**config.mk**
```make
export PLATFORM = sky130hd
export DESIGN_NAME = kens_ctrl
export DESIGN_NICKNAME = d
export VERILOG_FILES = /design/src/rtl/kens_pkg.sv /design/src/rtl/kens_ctrl.sv
export SDC_FILE = /design/constraint.sdc
export NUM_CORES = 1
export LEC_CHECK = 0
export ABC_AREA = 1
export BUFFER_PORTS_ARGS = -buffer_cell sky130_fd_sc_hd__clkbuf_2
export CAP_MARGIN = 10
export CORE_UTILIZATION = 23
export DETAILED_ROUTE_END_ITERATION = 12
export PLACE_DENSITY = 0.5
export SYNTH_ARGS = -nofsm -noshare
export SYNTH_HDL_FRONTEND = slang
export SYNTH_SLANG_ARGS = --single-unit
```
**constraint.sdc**
```tcl
create_clock -name clk -period 3.8 [get_ports clk]
set_clock_uncertainty 0.05 [all_clocks]
set_input_delay 0 -clock clk [delete_from_list [all_inputs] [get_ports clk]]
set_output_delay 0 -clock clk [all_outputs]
set_load 0.05 [all_outputs]
```
**src/rtl/kens_pkg.sv**
```systemverilog
// Kepler Newton solver package: payload types, datapath command codes,
// fixed-point constants, and the CORDIC angle table and gain built at elaboration.
// No dependencies.
package kens_pkg;

  localparam int ANGLE_FRAC_BITS = 40;
  localparam int CORDIC_STAGES   = 44;
  localparam int INT_FRAC        = 60;
  localparam int TO_ANGLE_SHIFT  = INT_FRAC - ANGLE_FRAC_BITS;
  localparam int ANGLE_W         = 48;
  localparam int ECC_W           = 32;
  localparam int WORD_W          = 64;
  localparam int HALF_W          = WORD_W / 2;
  localparam int COUNT_W         = 8;
  localparam int STEP_TOL_W      = 20;
  localparam int RESID_TOL_W     = 24;
  localparam int CFG_DATA_W      = 24;
  localparam int CFG_IDX_W       = 2;
  localparam int DIV_BITS        = WORD_W;
  localparam int CNT_W           = $clog2(DIV_BITS);
  // Quotient of |angle| / 2pi stays below 2^RED_STEPS for a 48-bit angle.
  localparam int RED_STEPS = (ANGLE_W - 3 - ANGLE_FRAC_BITS > 0) ?
                             (ANGLE_W - 3 - ANGLE_FRAC_BITS) : 1;

  localparam logic [STEP_TOL_W-1:0]  STEP_TOL_RST  = STEP_TOL_W'(110);
  localparam logic [COUNT_W-1:0]     ITER_LIM_RST  = COUNT_W'(100);
  localparam logic [RESID_TOL_W-1:0] RESID_TOL_RST = RESID_TOL_W'(191900);

  typedef enum logic [CFG_IDX_W-1:0] {
    CFG_STEP_TOL   = 2'd0,
    CFG_ITER_LIMIT = 2'd1,
    CFG_RESID_TOL  = 2'd2
  } cfg_idx_t;

  typedef struct packed {
    logic signed [ANGLE_W-1:0] mean_anomaly;
    logic [ECC_W-1:0]          eccentricity;
  } in_item_t;

  typedef struct packed {
    logic signed [ANGLE_W-1:0] eccentric_anomaly;
    logic                      solution_valid;
    logic [COUNT_W-1:0]        iterations_used;
    logic                      limit_reached;
  } out_item_t;

  typedef enum logic [4:0] {
    OP_NONE,
    OP_LOAD,
    OP_RED_INIT,
    OP_RED_STEP,
    OP_RED_SIGN,
    OP_FOLD_PI,
    OP_FOLD_HALF,
    OP_CORDIC,
    OP_MUL_PREP,
    OP_MUL_LO,
    OP_MUL_HI,
    OP_MUL_SIGN,
    OP_START,
    OP_FUNC,
    OP_DERIV,
    OP_DIV_INIT,
    OP_DIV_STEP,
    OP_CAP,
    OP_DELTA,
    OP_UPDATE,
    OP_RESID,
    OP_RESID_CHK,
    OP_EMIT
  } dp_op_t;

  typedef struct packed {
    dp_op_t             op;
    logic [CNT_W-1:0]   idx;
    logic               sel_ea;
    logic               sel_cos;
    logic [COUNT_W-1:0] count;
    logic               not_conv;
  } dp_cmd_t;

  typedef struct packed {
    logic step_small;
  } dp_status_t;

  typedef logic [WORD_W-1:0] word_t;
  typedef word_t [CORDIC_STAGES-1:0] atan_tab_t;

  // Elaboration-time helpers: shift-subtract division of hi:lo by d,
  // saturating to all ones when the quotient does not fit.
  function automatic word_t f_udiv(word_t hi, word_t lo, word_t d);
    word_t r;
    word_t l;
    word_t q;
    logic  top;
    r = hi;
    l = lo;
    q = '0;
    if (d == '0 || hi >= d) return '1;
    for (int k = 0; k < WORD_W; k++) begin
      top = r[WORD_W-1];
      r   = {r[WORD_W-2:0], l[WORD_W-1]};
      l   = {l[WORD_W-2:0], 1'b0};
      q   = {q[WORD_W-2:0], 1'b0};
      if (top || r >= d) begin
        r    = r - d;
        q[0] = 1'b1;
      end
    end
    return q;
  endfunction

  function automatic word_t f_alt_series(word_t t0, word_t divisor, int shift);
    word_t t;
    word_t sum;
    word_t term;
    t   = t0;
    sum = '0;
    for (int k = 0; k < WORD_W; k++) begin
      if (t != '0) begin
        term = f_udiv('0, t, word_t'(2 * k + 1));
        if (k[0]) sum = sum - term;
        else      sum = sum + term;
        if (divisor != '0) t = f_udiv('0, t, divisor);
        else if (shift < WORD_W) t = t >> shift;
        else t = '0;
      end
    end
    return sum;
  endfunction

  function automatic word_t f_to_angle(word_t v);
    word_t rnd;
    rnd = word_t'(1) << (TO_ANGLE_SHIFT - 1);
    return (v + rnd) >> TO_ANGLE_SHIFT;
  endfunction

  // pi/4 in 2^-60 units (Machin series)
  function automatic word_t f_quarter();
    word_t one;
    word_t a;
    word_t b;
    one = word_t'(1) << INT_FRAC;
    a   = f_alt_series(f_udiv('0, one, word_t'(5)), word_t'(25), 0);
    b   = f_alt_series(f_udiv('0, one, word_t'(239)), word_t'(57121), 0);
    return (a << 2) - b;
  endfunction

  function automatic atan_tab_t f_atan_tab();
    atan_tab_t tab;
    word_t     t0;
    tab[0] = f_to_angle(f_quarter());
    for (int i = 1; i < CORDIC_STAGES; i++) begin
      t0 = (i <= INT_FRAC) ? (word_t'(1) << (INT_FRAC - i)) : '0;
      tab[i] = f_to_angle(f_alt_series(t0, '0, 2 * i));
    end
    return tab;
  endfunction

  // Inverse CORDIC gain: Newton square root of the stage product.
  function automatic word_t f_gain_inv();
    word_t p;
    word_t s;
    word_t q;
    word_t ns;
    logic  done;
    p    = word_t'(1) << (INT_FRAC + 1);
    s    = word_t'(1) << (INT_FRAC + 1);
    done = 1'b0;
    for (int i = 1; i < CORDIC_STAGES; i++) begin
      if (2 * i < WORD_W) p = p + (p >> (2 * i));
    end
    for (int k = 0; k < 80; k++) begin
      if (!done) begin
        q  = f_udiv(p >> 4, p << 60, s);
        ns = (s + q) >> 1;
        if (ns >= s) done = 1'b1;
        else s = ns;
      end
    end
    return f_udiv(word_t'(1) << 56, '0, s);
  endfunction

  localparam word_t QUARTER = f_quarter();
  localparam logic signed [WORD_W-1:0] PI_A      = signed'(f_to_angle(QUARTER << 2));
  localparam logic signed [WORD_W-1:0] HALF_PI_A = signed'(f_to_angle(QUARTER << 1));
  localparam logic signed [WORD_W-1:0] TWO_PI_A  = signed'(f_to_angle(QUARTER << 3));
  localparam logic signed [WORD_W-1:0] GAIN_INV  = signed'(f_gain_inv());
  localparam atan_tab_t ATAN_TAB = f_atan_tab();

  localparam logic signed [WORD_W-1:0] ONE_INT  = signed'(word_t'(1) << INT_FRAC);
  localparam word_t                    STEP_CAP = word_t'(1) << 50;
  localparam logic signed [WORD_W-1:0] E_MAX    = signed'((word_t'(1) << (ANGLE_W - 1)) - 1);
  localparam logic signed [WORD_W-1:0] E_MIN    = -signed'(word_t'(1) << (ANGLE_W - 1));

  function automatic logic signed [WORD_W-1:0] sat48(logic signed [WORD_W-1:0] v);
    if (v > E_MAX) return E_MAX;
    if (v < E_MIN) return E_MIN;
    return v;
  endfunction

endpackage

```
**src/rtl/kens_ctrl.sv**
```systemverilog
// Kepler Newton solver controller: sequences reduction, CORDIC, multiply,
// divide and update steps, and owns the handshakes. Uses kens_pkg.
module kens_ctrl (
  input  logic                          clk,
  input  logic                          rst_n,
  input  logic                          in_valid,
  output logic                          in_ready,
  output logic                          out_valid,
  input  logic                          out_ready,
  input  logic [kens_pkg::COUNT_W-1:0]  iter_limit,
  input  kens_pkg::dp_status_t          status,
  output kens_pkg::dp_cmd_t             cmd
);
  import kens_pkg::*;

  typedef enum logic [4:0] {
    S_IDLE, S_RED_INIT, S_RED_STEP, S_RED_SIGN, S_FOLD_PI, S_FOLD_HALF, S_CORDIC,
    S_MUL_PREP, S_MUL_LO, S_MUL_HI, S_MUL_SIGN, S_START, S_LOOP, S_FUNC, S_DERIV,
    S_DIV_INIT, S_DIV_STEP, S_CAP, S_DELTA, S_UPDATE, S_STEP_CHK, S_RESID,
    S_RESID_CHK, S_EMIT
  } state_t;

  typedef enum logic [1:0] {PH_START, PH_SIN, PH_COS, PH_RESID} phase_t;

  state_t             state_r;
  phase_t             phase_r;
  logic [CNT_W-1:0]   cnt_r;
  logic [COUNT_W-1:0] count_r;
  logic               conv_r;
  logic               out_valid_r;
  logic               emit_ok;

  assign in_ready  = (state_r == S_IDLE);
  assign out_valid = out_valid_r;
  assign emit_ok   = !out_valid_r || out_ready;

  always_comb begin
    cmd          = '0;
    cmd.op       = OP_NONE;
    cmd.idx      = cnt_r;
    cmd.sel_ea   = (phase_r != PH_START);
    cmd.sel_cos  = (phase_r == PH_COS);
    cmd.count    = count_r;
    cmd.not_conv = !conv_r;
    case (state_r)
      S_IDLE:      cmd.op = in_valid ? OP_LOAD : OP_NONE;
      S_RED_INIT:  cmd.op = OP_RED_INIT;
      S_RED_STEP:  cmd.op = OP_RED_STEP;
      S_RED_SIGN:  cmd.op = OP_RED_SIGN;
      S_FOLD_PI:   cmd.op = OP_FOLD_PI;
      S_FOLD_HALF: cmd.op = OP_FOLD_HALF;
      S_CORDIC:    cmd.op = OP_CORDIC;
      S_MUL_PREP:  cmd.op = OP_MUL_PREP;
      S_MUL_LO:    cmd.op = OP_MUL_LO;
      S_MUL_HI:    cmd.op = OP_MUL_HI;
      S_MUL_SIGN:  cmd.op = OP_MUL_SIGN;
      S_START:     cmd.op = OP_START;
      S_FUNC:      cmd.op = OP_FUNC;
      S_DERIV:     cmd.op = OP_DERIV;
      S_DIV_INIT:  cmd.op = OP_DIV_INIT;
      S_DIV_STEP:  cmd.op = OP_DIV_STEP;
      S_CAP:       cmd.op = OP_CAP;
      S_DELTA:     cmd.op = OP_DELTA;
      S_UPDATE:    cmd.op = OP_UPDATE;
      S_RESID:     cmd.op = OP_RESID;
      S_RESID_CHK: cmd.op = OP_RESID_CHK;
      S_EMIT:      cmd.op = emit_ok ? OP_EMIT : OP_NONE;
      default:     cmd.op = OP_NONE;
    endcase
  end

  always_ff @(posedge clk) begin
    if (!rst_n) begin
      state_r     <= S_IDLE;
      phase_r     <= PH_START;
      cnt_r       <= '0;
      count_r     <= '0;
      conv_r      <= 1'b0;
      out_valid_r <= 1'b0;
    end else begin
      case (state_r)
        S_IDLE: begin
          if (in_valid) begin
            count_r <= '0;
            conv_r  <= 1'b0;
            phase_r <= PH_START;
            state_r <= S_RED_INIT;
          end
        end
        S_RED_INIT: begin
          cnt_r   <= CNT_W'(RED_STEPS - 1);
          state_r <= S_RED_STEP;
        end
        S_RED_STEP: begin
          if (cnt_r == '0) state_r <= S_RED_SIGN;
          else cnt_r <= cnt_r - 1'b1;
        end
        S_RED_SIGN: state_r <= S_FOLD_PI;
        S_FOLD_PI:  state_r <= S_FOLD_HALF;
        S_FOLD_HALF: begin
          cnt_r   <= '0;
          state_r <= S_CORDIC;
        end
        S_CORDIC: begin
          if (cnt_r == CNT_W'(CORDIC_STAGES - 1)) state_r <= S_MUL_PREP;
          else cnt_r <= cnt_r + 1'b1;
        end
        S_MUL_PREP: state_r <= S_MUL_LO;
        S_MUL_LO:   state_r <= S_MUL_HI;
        S_MUL_HI:   state_r <= S_MUL_SIGN;
        S_MUL_SIGN: begin
          case (phase_r)
            PH_START: state_r <= S_START;
            PH_SIN:   state_r <= S_FUNC;
            PH_COS:   state_r <= S_DERIV;
            default:  state_r <= S_RESID;
          endcase
        end
        S_START: state_r <= S_LOOP;
        S_LOOP: begin
          phase_r <= (conv_r || count_r >= iter_limit) ? PH_RESID : PH_SIN;
          state_r <= S_RED_INIT;
        end
        S_FUNC: begin
          // CORDIC x still holds cos of the same angle
          phase_r <= PH_COS;
          state_r <= S_MUL_PREP;
        end
        S_DERIV: state_r <= S_DIV_INIT;
        S_DIV_INIT: begin
          cnt_r   <= '0;
          state_r <= S_DIV_STEP;
        end
        S_DIV_STEP: begin
          if (cnt_r == CNT_W'(DIV_BITS - 1)) state_r <= S_CAP;
          else cnt_r <= cnt_r + 1'b1;
        end
        S_CAP:   state_r <= S_DELTA;
        S_DELTA: state_r <= S_UPDATE;
        S_UPDATE: begin
          count_r <= count_r + 1'b1;
          state_r <= S_STEP_CHK;
        end
        S_STEP_CHK: begin
          conv_r  <= status.step_small;
          state_r <= S_LOOP;
        end
        S_RESID:     state_r <= S_RESID_CHK;
        S_RESID_CHK: state_r <= S_EMIT;
        S_EMIT: begin
          if (emit_ok) state_r <= S_IDLE;
        end
        default: state_r <= S_IDLE;
      endcase
      // set on emit, cleared once the sink takes the result
      out_valid_r <= (state_r == S_EMIT && emit_ok) || (out_valid_r && !out_ready);
    end
  end

endmodule

```
# After elaboration in Yosys (flattened, before gate mapping)
# Index checks and enable logic that the tools add are counted.
totals:
  ramBits: 0
  n_memories: 0
  mem_bits_ro: 0
  out_inout_bits: 24
  word_cells: 89
  reg_bits: 23
  latchBits: 0
classes:
  n_bitwise: 0
  div_mod_pow: 0
  magnitude_cmp: 1
  addsub: 3
  muxes: 21
  n_shift: 0
  n_eq_ne: 35
  mul: 0
  n_reduce_logical: 23
op_table:
  columns: ["op", "n"]
  rows:
  - ["case mux 5 bit (23 select lines)", 1]
  - ["case mux 5 bit (22 select lines)", 1]
  - ["== test 5 x 4 -> 1 bit (second input constant)", 8]
  - ["== test 5 bit (second input constant)", 8]
  - ["2-to-1 mux 5 bit", 6]
  - ["case mux 6 bit (5 select lines)", 1]
  - ["== test 5 x 3 -> 1 bit (second input constant)", 4]
  - ["2-to-1 mux 6 bit", 3]
  - ["!= test 2 bit (second input constant)", 8]
  - ["case mux 8 bit (2 select lines)", 1]
  - ["case mux 5 bit (3 select lines)", 1]
  - ["== test 6 bit (second input constant)", 2]
  - ["== test 5 x 2 -> 1 bit (second input constant)", 2]
  - ["adder 8 x 1 -> 8 bit (second input constant)", 1]
  - [">= comparator 8 bit", 1]
  - ["2-to-1 mux 8 bit", 1]
  - ["adder 6 x 1 -> 6 bit (second input constant)", 1]
  - ["logical NOT 6 bit", 1]
  - ["case mux 2 bit (3 select lines)", 1]
  - ["AND reduction 2 bit", 3]
  - ["nonzero test 2 bit", 3]
  - ["subtractor 6 x 1 -> 6 bit (second input constant)", 1]
  - ["== test 5 x 1 -> 1 bit (second input constant)", 1]
  - ["logical NOT 5 bit", 1]
  - ["other kinds (14)", 22]

# Logic depth before layout (Yosys ltp)
logic_depth:
  word_depth: 4
  ltp_mapped: 17

# Least setup slack after synthesis
# OpenSTA, ideal clock, no wires.
synth_timing:
  path_type: "flip-flop to flip-flop"
  start: "register state_r[1]"
  end: "register phase_r[1]"
  arrival_time_ns: 1.895
  n_path_buf: 1
  period_less_slack_ns: 2.062
  path_slack_ns: 1.738
  stages_incl_launch_ff: 10
  cell_sequence: "dfxtp_1 > buf_2 > nor2_2 > nand2_1 > nor2_1 > nand2_1 > o21ai_1 > inv_2 > o21ai_0 > nor2_1"
synth_between:
  elab_chain_cells: 3
  word_cells_on_any_way: 7
synth_rtl:
  columns: ["element", "line", "text"]
  rows:
  - ["start, declared", "kens_ctrl.sv:25", "state_t state_r;"]
  - ["start signal, assigned", "kens_ctrl.sv:74", "state_r <= S_IDLE;"]
  - ["start signal, assigned", "kens_ctrl.sv:87", "state_r <= S_RED_INIT;"]
  - ["start signal, assigned", "kens_ctrl.sv:92", "state_r <= S_RED_STEP;"]
  - ["logical NOT 5 bit *", null, null]
  - ["net in_ready", "kens_ctrl.sv:7", "output logic in_ready,"]
  - ["!= test 2 bit (no source line) or nonzero test 3 bit (tied branches)", null, null]
  - ["AND reduction 2 bit (no source line)", null, null]
  - ["end signal, assigned", "kens_ctrl.sv:121", "phase_r <= (conv_r || count_r >= iter_limit) ? PH_RESID : PH_SIN;"]
  - ["end, declared", "kens_ctrl.sv:26", "phase_t phase_r;"]
# Mark *: on every way through the listed nets, which the timed path passes. The rest lies on a longest branch.
# A chain may end at the register's enable or synchronous reset.

# Worst setup path after layout
layout_timing:
  start: "register state_r[1]"
  end: "register cnt_r[5]"
layout_between:
  elab_chain_cells: 4
  word_cells_on_any_way: 13
layout_rtl:
  columns: ["element", "line", "text"]
  rows:
  - ["== test 5 x 4 -> 1 bit or == test 5 x 3 -> 1 bit (tied branches)", "kens_ctrl.sv:81", "case (state_r)"]
  - ["OR reduction 2 bit (no source line)", null, null]
  - ["nonzero test 5 bit (no source line)", null, null]
  - ["AND reduction 4 bit (no source line)", null, null]
  - ["end signal, assigned", "kens_ctrl.sv:91", "cnt_r <= CNT_W'(RED_STEPS - 1);"]
  - ["end signal, assigned", "kens_ctrl.sv:96", "else cnt_r <= cnt_r - 1'b1;"]
  - ["end signal, assigned", "kens_ctrl.sv:106", "else cnt_r <= cnt_r + 1'b1;"]
  - ["end, declared", "kens_ctrl.sv:27", "logic [CNT_W-1:0] cnt_r;"]
# Parallel ways exist; a longest one is shown, timed or not.

==> results by group <==
Layout
  – # diodes: 0
  – Share of layout cells above drive strength 1: 18.2%
  – Design Area, Final: between 0.002 and 0.0025 mm2
  – Area growth from synthesis to layout: 17.6%
  – Register area: around 460 um2
  – # fillers: around 960
  – Post-Layout Cell Count: 478
  – Multi-input logic area: 0.00138 mm2
  – # nets final: 401
  – Post-layout util: 28.5%

STA
  – Slew Limit Fails: 0
  – WHS: 0.00425 ns
  – Tightest Pin Transition: 0.531 ns
  – Final setup viols: 0
  – Setup_tns: 0 ns
  – Hold Fails Final Rpt: 0
  – Max Freq: approximately 430 MHz
  – Fin crit share: 61.8%
  – Final worst slack: ~1.5 ns
  – Relative slew slack: 64.4%
  – Setup repair after global routing missed its margin: false
  – Min cycle time layout: 2.35 ns

Synth
  – Syn Area/Cell: 6.05 um2
  – Netlist cell types: 33
  – Net Count, Synth: approximately 360
  – Seq/Total Area, Yosys: 22.7%
  – Post-Synthesis Cells: around 340
  – Synthesized area: 0.00203 mm2
  – YS warnings: 0
  – FF+latch count, synth: 23

Place
  – Port bufs: 36
  – Final GP Congestion: 0.888
  – Post-DP HPWL: about 4.7 mm
  – Inst Count DP: 473
  – DP Area: 0.00233 mm2
  – Pre-CTS setup slack: 1.50 ns

Clock network
  – Post-CTS sizing: 0
  – Setup Fix Bufs, Post-CTS: 0
  – Max Buffers Root-to-Sink: 2
  – Clk_lat worst skew: 0.28 ns
  – H-tree depth: 1
  – Clock transition at the registers of the reported paths: 0.10 ns
  – CTS Buf Count: 3
  – CTS sink cnt: 23
  – Hold_buf cts: 1
  – CTS tree: done
  – Root buf cell: clkbuf_8

Setup path
  – Worst-path maximum fanout: 8
  – Max stage delay on crit path: just over 0.5 ns
  – Worst Path Arrival: 2.45 ns
  – Worst Setup SP: state_r[1]
  – Critical path required time: 3.91 ns
  – Crit. End Element: register
  – Cell Chain, Critical Path: inv_1 -> nor2_1 -> nand2_1 -> nand2_1 -> nand2_2 -> ha_1 -> nand2_1 -> inv_1 -> nand2_1 -> nand2_1 -> nor2_1 -> nand3_1 -> nand2_1 -> nor2_1 -> nor2_1 -> nor2_1
  – Crit Path Category: reg2reg
  – CP startpoint kind: register
  – Crit-path slowest cell: dfxtp_1
  – Cell mode on critical path: nand2_1
  – Worst r2r src: state_r[1]

Global routing
  – Gr ovfl total: 0
  – Global-route wire length before repair: 9.78 mm
  – Largest net degree at the start of global routing: 18
  – Overall Global Routing Usage: 13.5%
  – Number of global-route vias before repair: 2084
  – Initial antenna violation count: 0

Floorplanning
  – Core footprint: 0.00838 mm2
  – Initial core utilization: 24.2%
  – Die ar.: between 0.009 and 0.01 mm2
  – Die Y: around 96 um
  – # IOs: 37
  – Die width: 95.9 um
  – # rows: 33

Route
  – Post-DR vias/cell: about 4.7
  – Drt first pass iters: 5
  – DRC: 0
  – Initial drt markers: 124
  – DRT antenna net count: 0
  – WL final: 5.77 mm
  – Post-DR wirelength/cell: 12.1 um
  – Vias: 2232

Hold path
  – Worst hold start: rst_n
  – Hold Path Class: in2reg

Power and ir drop
  – Power, Total: 1.27 mW
  – Leak: roughly 1.1 nW
  – Pwr per Cell Area: between 500 and 600 mW/mm2
  – Peak VDD IR: around 0.17 mV

Run status
  – Status: finished clean

Flow run
  – Max Cap Viol: 0
state kept, by name (all words and copies together) (netlist names):
signal and count:
out_valid 1, conv_r 1, count_r 8, state_r 5, phase_r 2, cnt_r 6
final timing paths:
path / slack (ns) / end / depth (start not counted)
hold / removal: 0.004 / out_valid / 2
setup / recovery: 1.45 / cnt_r[5] / 16
hold reg to reg: 0.44 / conv_r / 2
setup reg to reg: 1.45 / cnt_r[5] / 16
cell type report:
cell class                 instances  area share, %
sequential                        23           19.3
clock buffer                       3           1.73
clock inverter                     1          0.315
tap                              105           5.51
inverter                          47           7.40
timing repair buffer              37           7.97
multi-input combinational        262           57.8
cells in the final DEF (no fill, tap or decap), types with 2 or more instances in the layout:
cell / netlist / final
nand2_1: 88 / 88
a21oi_1: 24 / 24
nand3b_1: 2 / 2
clkbuf_8: 0 / 3
xor2_1: 2 / 2
nand3_1: 30 / 30
nor4_1: 2 / 2
o211ai_1: 2 / 2
nor2_4: 5 / 5
nand4_1: 7 / 7
clkbuf_2: 0 / 36
dfxtp_1: 23 / 23
a211oi_1: 3 / 3
nand2_2: 6 / 6
nor3_1: 3 / 3
o21ai_0: 10 / 10
o21ai_1: 3 / 3
a31oi_1: 2 / 2
ha_1: 13 / 13
inv_2: 9 / 9
inv_1: 37 / 37
or2_2: 3 / 3
nor2_2: 3 / 3
nor2_1: 46 / 46
critical path: cells and delay by family, from the launching register on:
family | cells | cell delay (ns)
adders and majority gates | 1 | 0.38
buffers and inverters | 2 | 0.18
DFF | 1 | 0.51
and+or+nand+nor | 13 | 1.09
power by group:
part           internal, mW  switching (mW)  total (mW)  leakage [nW]
combinational         0.216           0.558       0.774         0.934
sequential            0.270          0.0550       0.325         0.186
clock                0.0745          0.0912       0.166        0.0217
metal layers:
| layer | up-vias | global-route usage, % | part of all wire (%) | wire length (um) |
|---|---|---|---|---|
| met5 | - | 0 | 0 | 0 |
| met4 | 0 | 3.36 | 1.0 | 59 |
| met3 | 4 | 1.66 | 4.7 | 271 |
| met2 | 44 | 22.4 | 46 | 2670 |
| met1 | 1004 | 18.5 | 48 | 2770 |
| li1 | 1180 | - | - | - |
Yosys cell counts, drive strengths merged:
master   number  share of area, %
a21oi        24               5.9
o21a          1              0.37
nand3        31               8.3
fa            1              0.99
o211ai        2              0.74
nor4          2              0.62
o21ai        13               3.2
nor2         54                12
inv          46               8.5
nand2        94                18
xor2          2              0.86
clkinv        1              0.18
nand3b        2              0.74
ha           13               8.0
o2111ai       1              0.43
dfxtp        23                23
buf           2              0.49
nand4         7               2.2
clkbuf        1              0.18
a31oi         2              0.62
a211oi        3               1.1
or2           3              0.93
nor3          4               1.2
o31ai         1              0.37
o221ai        1              0.43
o2111a        1              0.56
cells by family after synthesis:
logic type / after synthesis / share of synthesized area [%]
adder cells (fa/ha/maj): 14 / 9.01
AO/OA/AOI/OAI: 49 / 13.8
XOR/XNOR: 2 / 0.864
AND/OR/NAND/NOR: 197 / 44.3
flip-flops: 23 / 22.7
buffers and inverters: 50 / 9.38
Power figures use the tool's default switching activity.
